File: src/hdl/p2ch_pkg.sv
package p2ch_pkg;

   localparam int NUM_BINS   = 100;
   localparam int COUNT_BITS = 24;
   localparam int BIN_W      = 7;
   localparam int SIDE       = NUM_BINS + 1;
   localparam int DEPTH      = SIDE * SIDE;
   localparam int AW         = $clog2(DEPTH);

   localparam logic [8:0]            NUM_BINS_W = 9'(NUM_BINS);
   localparam logic [COUNT_BITS-1:0] COUNT_MAX  = {COUNT_BITS{1'b1}};

   localparam logic signed [35:0] Q30_PI      = 36'sd3373259426;
   localparam logic signed [35:0] Q30_HALF_PI = 36'sd1686629713;
   localparam logic signed [35:0] Q30_TWO_PI  = 36'sd6746518852;
   localparam logic [30:0]        Q30_ONE     = 31'd1073741824;

   typedef enum logic {
      OP_ADD  = 1'b0,
      OP_READ = 1'b1
   } op_type;

   typedef struct packed {
      op_type           op;
      logic [BIN_W-1:0] x;
      logic [BIN_W-1:0] y;
      logic             oob;
   } cmd_type;

   // horner divisors 156, 110, 72, 42, 20, 6, highest term first, split into
   // a power of two shifted out and an odd part done by reciprocal multiply
   function automatic logic [1:0] div_shift(input logic [2:0] i);
      logic [1:0] s;
      case (i)
         3'd0:    s = 2'd2;
         3'd1:    s = 2'd1;
         3'd2:    s = 2'd3;
         3'd3:    s = 2'd1;
         3'd4:    s = 2'd2;
         3'd5:    s = 2'd1;
         default: s = 2'd1;
      endcase
      return s;
   endfunction

   // ceil(2^k / odd part), exact for every dividend that a 32-bit value leaves after its shift
   function automatic logic [31:0] div_magic(input logic [2:0] i);
      logic [31:0] m;
      case (i)
         3'd0:    m = 32'd1762037866;
         3'd1:    m = 32'd2498890064;
         3'd2:    m = 32'd954437177;
         3'd3:    m = 32'd3272356036;
         3'd4:    m = 32'd1717986919;
         3'd5:    m = 32'd2863311531;
         default: m = 32'd2863311531;
      endcase
      return m;
   endfunction

   function automatic logic [5:0] div_post(input logic [2:0] i);
      logic [5:0] k;
      case (i)
         3'd0:    k = 6'd36;
         3'd1:    k = 6'd37;
         3'd2:    k = 6'd33;
         3'd3:    k = 6'd36;
         3'd4:    k = 6'd33;
         3'd5:    k = 6'd33;
         default: k = 6'd33;
      endcase
      return k;
   endfunction

endpackage

File: src/hdl/p2ch_queue.sv
module p2ch_queue (
   input  logic              clock,
   input  logic              reset,
   input  logic              push_valid,
   input  p2ch_pkg::cmd_type push_cmd,
   output logic              full,
   input  logic              pop,
   output logic              empty,
   output p2ch_pkg::cmd_type head
);

   p2ch_pkg::cmd_type entry_ff [2];
   logic       wr_ptr_ff, wr_ptr_in;
   logic       rd_ptr_ff, rd_ptr_in;
   logic [1:0] fill_ff, fill_in;
   logic       do_push, do_pop;

   assign full    = fill_ff == 2'd2;
   assign empty   = fill_ff == 2'd0;
   assign head    = entry_ff[rd_ptr_ff];
   assign do_push = push_valid && !full;
   assign do_pop  = pop && !empty;

   always_comb begin
      wr_ptr_in = do_push ? !wr_ptr_ff : wr_ptr_ff;
      rd_ptr_in = do_pop ? !rd_ptr_ff : rd_ptr_ff;
      fill_in   = fill_ff + 2'(do_push) - 2'(do_pop);
   end

   always_ff @(posedge clock) begin
      if (reset) begin
         wr_ptr_ff <= 1'b0;
         rd_ptr_ff <= 1'b0;
         fill_ff   <= 2'd0;
      end else begin
         wr_ptr_ff <= wr_ptr_in;
         rd_ptr_ff <= rd_ptr_in;
         fill_ff   <= fill_in;
      end
   end

   always_ff @(posedge clock) begin
      if (do_push) begin
         entry_ff[wr_ptr_ff] <= push_cmd;
      end
   end

endmodule

File: config.mk
export PLATFORM = sky130hd
export DESIGN_NAME = p2ch_queue
export DESIGN_NICKNAME = d
export VERILOG_FILES = /design/src/hdl/p2ch_pkg.sv /design/src/hdl/p2ch_queue.sv
export SDC_FILE = /design/constraint.sdc
export NUM_CORES = 1
export LEC_CHECK = 0
export BUFFER_PORTS_ARGS = -buffer_cell sky130_fd_sc_hd__buf_2
export CORE_UTILIZATION = 54
export CTS_CLUSTER_SIZE = 20
export DETAILED_ROUTE_END_ITERATION = 8
export HOLD_SLACK_MARGIN = 0.12
export PLACE_DENSITY = 0.94
export RECOVER_POWER = 25
export SYNTH_ARGS = -nofsm -noshare
export SYNTH_HDL_FRONTEND = slang
export SYNTH_SLANG_ARGS = --single-unit
File: constraint.sdc
create_clock -name clock -period 4.4 [get_ports clock]
set_input_delay 0.22 -clock clock [delete_from_list [all_inputs] [get_ports clock]]
set_output_delay 0.22 -clock clock [all_outputs]
set_load 0.01 [all_outputs]
======== Yosys cells after proc, flatten, opt, wreduce, memory -nomap -nowiden ========
Memories as Yosys holds them, arrays and structs flattened. A register that Yosys moved wholly into a read port is not among the register bits.
Index checks and enable logic that the tools add are counted.
cells by class
  add/subtract/negate cells ............... 2
  $mul .................................... 0
  divide/modulo/power cells ............... 0
  magnitude comparators ................... 0
  equal/unequal tests ..................... 1
  shift operators ......................... 0
  muxes and demuxes ....................... 4
  bitwise logic cells ..................... 0
  reduce and logical (&&, ||, !) cells .... 7
operator list
  operator              number
  $logic_not A1 Y1      4
  $mux W1               4
  $add A2 B1 Y2         1
  $eq A2 B2 Y1 const B  1
  $logic_and A1 B1 Y1   2
  $logic_not A2 Y1      1
  $sub A2 B1 Y2         1
word-level totals
  bits in registers ....................... 4
  latch bits .............................. 0
  bits in writable memories ............... 32
  ROM bits ................................ 0
  input bits .............................. 20
  output and inout port bits .............. 18
  word-level logic and storage cells ...... 18
  memories ................................ 1
memories
  name      words  bits a word  rd ports  clocked after Yosys merged registers in  write ports  RTL line          RTL
  entry_ff  2      16           1         1                                        1            p2ch_queue.sv:12  p2ch_pkg::cmd_type entry_ff [2];

======== Logic depth before layout (Yosys ltp) ========
  word-level depth ........................ 5
  gate-level depth with buffers ........... 8
  depth with buffers taken out ............ 8

======== Worst setup path after synthesis ========
Ideal clock, no wire load.
  path type ............................... reg-to-reg
  from .................................... register fill_ff[0]
  to ...................................... memory entry_ff[0][0] (netlist name), enable pin
  setup time .............................. 0.364 ns
  arrival time ............................ 1.195 ns
  required time ........................... 4.036 ns
  setup slack ............................. 2.841 ns
  cell stages (with the launch flop) ...... 5
  path buffers ............................ 0
  clock period less this slack ............ 1.559 ns
  cells stage by stage .................... dfxtp_1 nand2b_2 inv_2 or3_1 inv_1
on the way
  cells in the longest elaborated chain, start to end .. 5
ends and longest elaborated chain
  element                        RTL line          RTL
  from (decl)                    p2ch_queue.sv:15  logic [1:0] fill_ff, fill_in;
  from (signal assigned)         p2ch_queue.sv:38  fill_ff <= fill_in;
  $eq A2 B2 Y1                   p2ch_queue.sv:18  assign full = fill_ff == 2'd2;
  net full                       p2ch_queue.sv:6   output logic full,
  $logic_not A1 Y1               p2ch_queue.sv:21  assign do_push = push_valid && !full;
  $logic_and A1 B1 Y1            p2ch_queue.sv:21
  $mux W1                        p2ch_queue.sv:43  if (do_push) begin
  $mux W1 (implied by the code)  p2ch_queue.sv:44  entry_ff[wr_ptr_ff] <= push_cmd;
  to (decl)                      p2ch_queue.sv:12
The timed path passes the listed nets, and every way through them passes these cells.

==> impl_metrics.yaml <==
synth:
  synthArstFlopShare_pct: 0
  synth_cell_type_count: 22
  netlist_instances: 77
  syn_area_um2: 1389
  yosys-top-cells-area: "edfxtp_1 (69%), mux2_1 (12%), dfxtp_1 (7.2%)"
  yosysMostFrequentCell: "edfxtp_1"
  yosysTopAreaCell: "edfxtp_1"
  syn_nets: 99
  seq_area_frac_synth_pct: 76.40
  synth-edff-count: 32
  yosys-top-cells-count: "edfxtp_1 (32), mux2_1 (15), dfxtp_1 (5)"
  synth_ff_type: "edfxtp_1"
  ys_warn_count: 0
  ys_ff_latch: 37
  synth_top_area_share_pct: 69.19
  syn_avg_cell_area_um2: 18.04
global_routing:
  gr-usage-met2_pct: 37.13
  met3_usage_pct: 10.14
  grt_max_degree: 17
  grt_use_total_pct: 20.63
  grt_pass1_vias: 844
  gr-total-overflow: 0
  met1_usage_pct: 19.17
  top_usage_layer: "met2"
  grt_pass1_wl_mm: 3.581
  antenna_found_initial: 0
cells_and_area:
  final_nets: 158
  fin_cells: 167
  fin_area_um2: 1809
  diodes: 0
  drive_gt1_share_pct: 29.20
  area_growth_pct: 30.27
worst_setup_path:
  worstPathMaxFanout: 16
  cp_num_buf_inv: 1
  worstSetupPathType: "reg2out"
  worstPathArrival_ps: 1680
  end_kind: "output pin"
  cp_slowest_stage_delay_ps: 800
  worstSetupStartpointType: "flip-flop"
  cp_cell_sequence: "mux2_1 > buf_2"
  slowest_stage: "dfxtp_1"
  required_ps: 4180
  r2r_slack_ps: 2640
  crit_family: "flip-flops"
routing:
  drc: 0
  ant_nets: 0
  dr.pass1.iters: 3
  vias_per_cell: 4.880
  vias: 815
  wirelength_mm: 2.482
  first_iter_violations: 6
  wl_per_cell_um: 14.86
floorplanning:
  die_area_um2: 2779
  die_h_um: 52.72
  io_pins: 38
  rows: 18
  fp.coreArea_um2: 2455
  die_w_um: 52.72
  start_util_pct: 56.57
timing:
  clock_skew_ps: 6.666
  setup_viol: 0
  maxSlewHeadroom_pct: 51.65
  min_period_ps: 1896
  drv_slew: 0
  rsz0062_at_grt: "false"
  clock.fmax_mhz: 527.5
  hold_violations: 0
  tightest_slew_ps: 724.3
  period_share_pct: 43.09
  setup_tns_ps: 0
outcome:
  status: "complete, no violations"
clock_network:
  cts_sinks: 37
  postCtsSetupRepairBufs: 0
  clk_latency_ps: 330
  cts_root_buf: "clkbuf_4"
  cts_buffers: 5
  h-tree-depth: 2
  clk_pin_slew_worst_paths_ps: 100
  clock_path_buffers: 2
  cts.hold.buffers_added: 17
  cts_tree: "built"
  ctsResizeCount: 0
pwr:
  powerDensity_nw_per_um2: 502.3
  vdd.ir_drop.worst_mv: 0.3682
  clockPowerShare_pct: 17.5
  internal_power_uw: 638.0
  p_switching_uw: 270.8
  leakage_nw: 0.7107
  total_power_uw: 908.8
  swShare_pct: 29.80
  pwr-share-comb_pct: 28.2
  seq_power_share_pct: 54.3
run:
  drv_cap: 0
placement:
  dp.cells: 142
  routabilityCongestion: 0.5601
  portBuffers: 37
  place_area_um2: 1599
  hpwl_mm: 1.612
hold_path:
  hp-class: "in2reg"
==> cells by family (layout without fill, tap and decap cells) <==
group | after synthesis | count (layout) | synth area share [%]
fa+ha+maj | 2 | 2 | 1.802
buf+inv | 6 | 66 | 1.982
xor+xnor | 2 | 2 | 1.261
compound gates | 3 | 3 | 1.351
simple gates | 11 | 11 | 4.234
mux | 16 | 16 | 12.97
flops | 37 | 37 | 76.40
==> worst register-to-register path, delay by kind of cell (launching register included) <==
kind	cells	cell delay [ps]
flip-flops	1	380
AND/OR/NAND/NOR	2	490
buffers and inverters	2	520
==> state kept, by name, summed over array words and instances (netlist names), named ones only <==
register	cells
wr_ptr_ff	1
entry_ff	32
rd_ptr_ff	1
fill_ff	2
==> through the flow <==
step	utilization [%]	setup slack, ps	hold WS, ps
2_1_floorplan	-	2841	289.1
3_3_place_gp	65.14	2745	409.9
3_5_place_dp	65.14	2633	414.3
4_1_cts	74.06	2482	270.6
5_1_grt	73.70	2401	287.8
6_report	73.70	2504	287.7
==> area by class of cell <==
type                    instances  area, µm²
well taps                      30      37.54
repair buffers                 54      346.6
clock buffers                   7      45.04
multi-input cells              34      300.3
inverters                       4      15.01
fillers                       179      645.6
flip-flops and latches         37       1061
clock inverters                 1      3.754
==> placed cells by master (no fill, tap or decap) <==
cell            n
mux2_1         15
buf_2          30
mux2_2          1
nor2_1          4
and3_2          1
and2_1          1
clkbuf_4        5
o21ai_0         1
o21a_2          1
inv_2           1
buf_1           1
dlygate4sd3_1  17
clkbuf_1        8
clkinv_1        1
inv_1           3
nor2b_1         1
ha_1            2
a21oi_1         1
nand2_1         1
edfxtp_1       32
xor2_1          1
dfxtp_1         5
or3_1           1
xnor2_1         1
nor3_1          1
nand2b_2        1
==> power groups by stage <==
| stage | Combinational, mW | Sequential [mW] | Clock, mW |
|---|---|---|---|
| after floorplan | 0.179 | 0.472 | 0 |
| after global placement | 0.231 | 0.495 | 0 |
| after detailed placement | 0.244 | 0.503 | 0 |
| after CTS | 0.258 | 0.495 | 0.166 |
| after global routing | 0.281 | 0.501 | 0.180 |
| final | 0.256 | 0.493 | 0.159 |
==> per-layer routing <==
metal / vias up / part of all wire (%)
met5: - / 0
met2: 30 / 55
met3: 5 / 5.6
li1: 400 / -
met4: 0 / 1.5
met1: 380 / 38
==> final timing paths <==
check | startpoint | end | depth (start not counted)
setup / recovery | flip-flop | head[11] | 2
hold / removal | push_valid | wr_ptr_ff | 4
setup reg to reg | fill_ff[0] | entry_ff[0][9] | 4
hold reg to reg | wr_ptr_ff | wr_ptr_ff | 2
No activity file was read; power rests on OpenSTA's default activity.
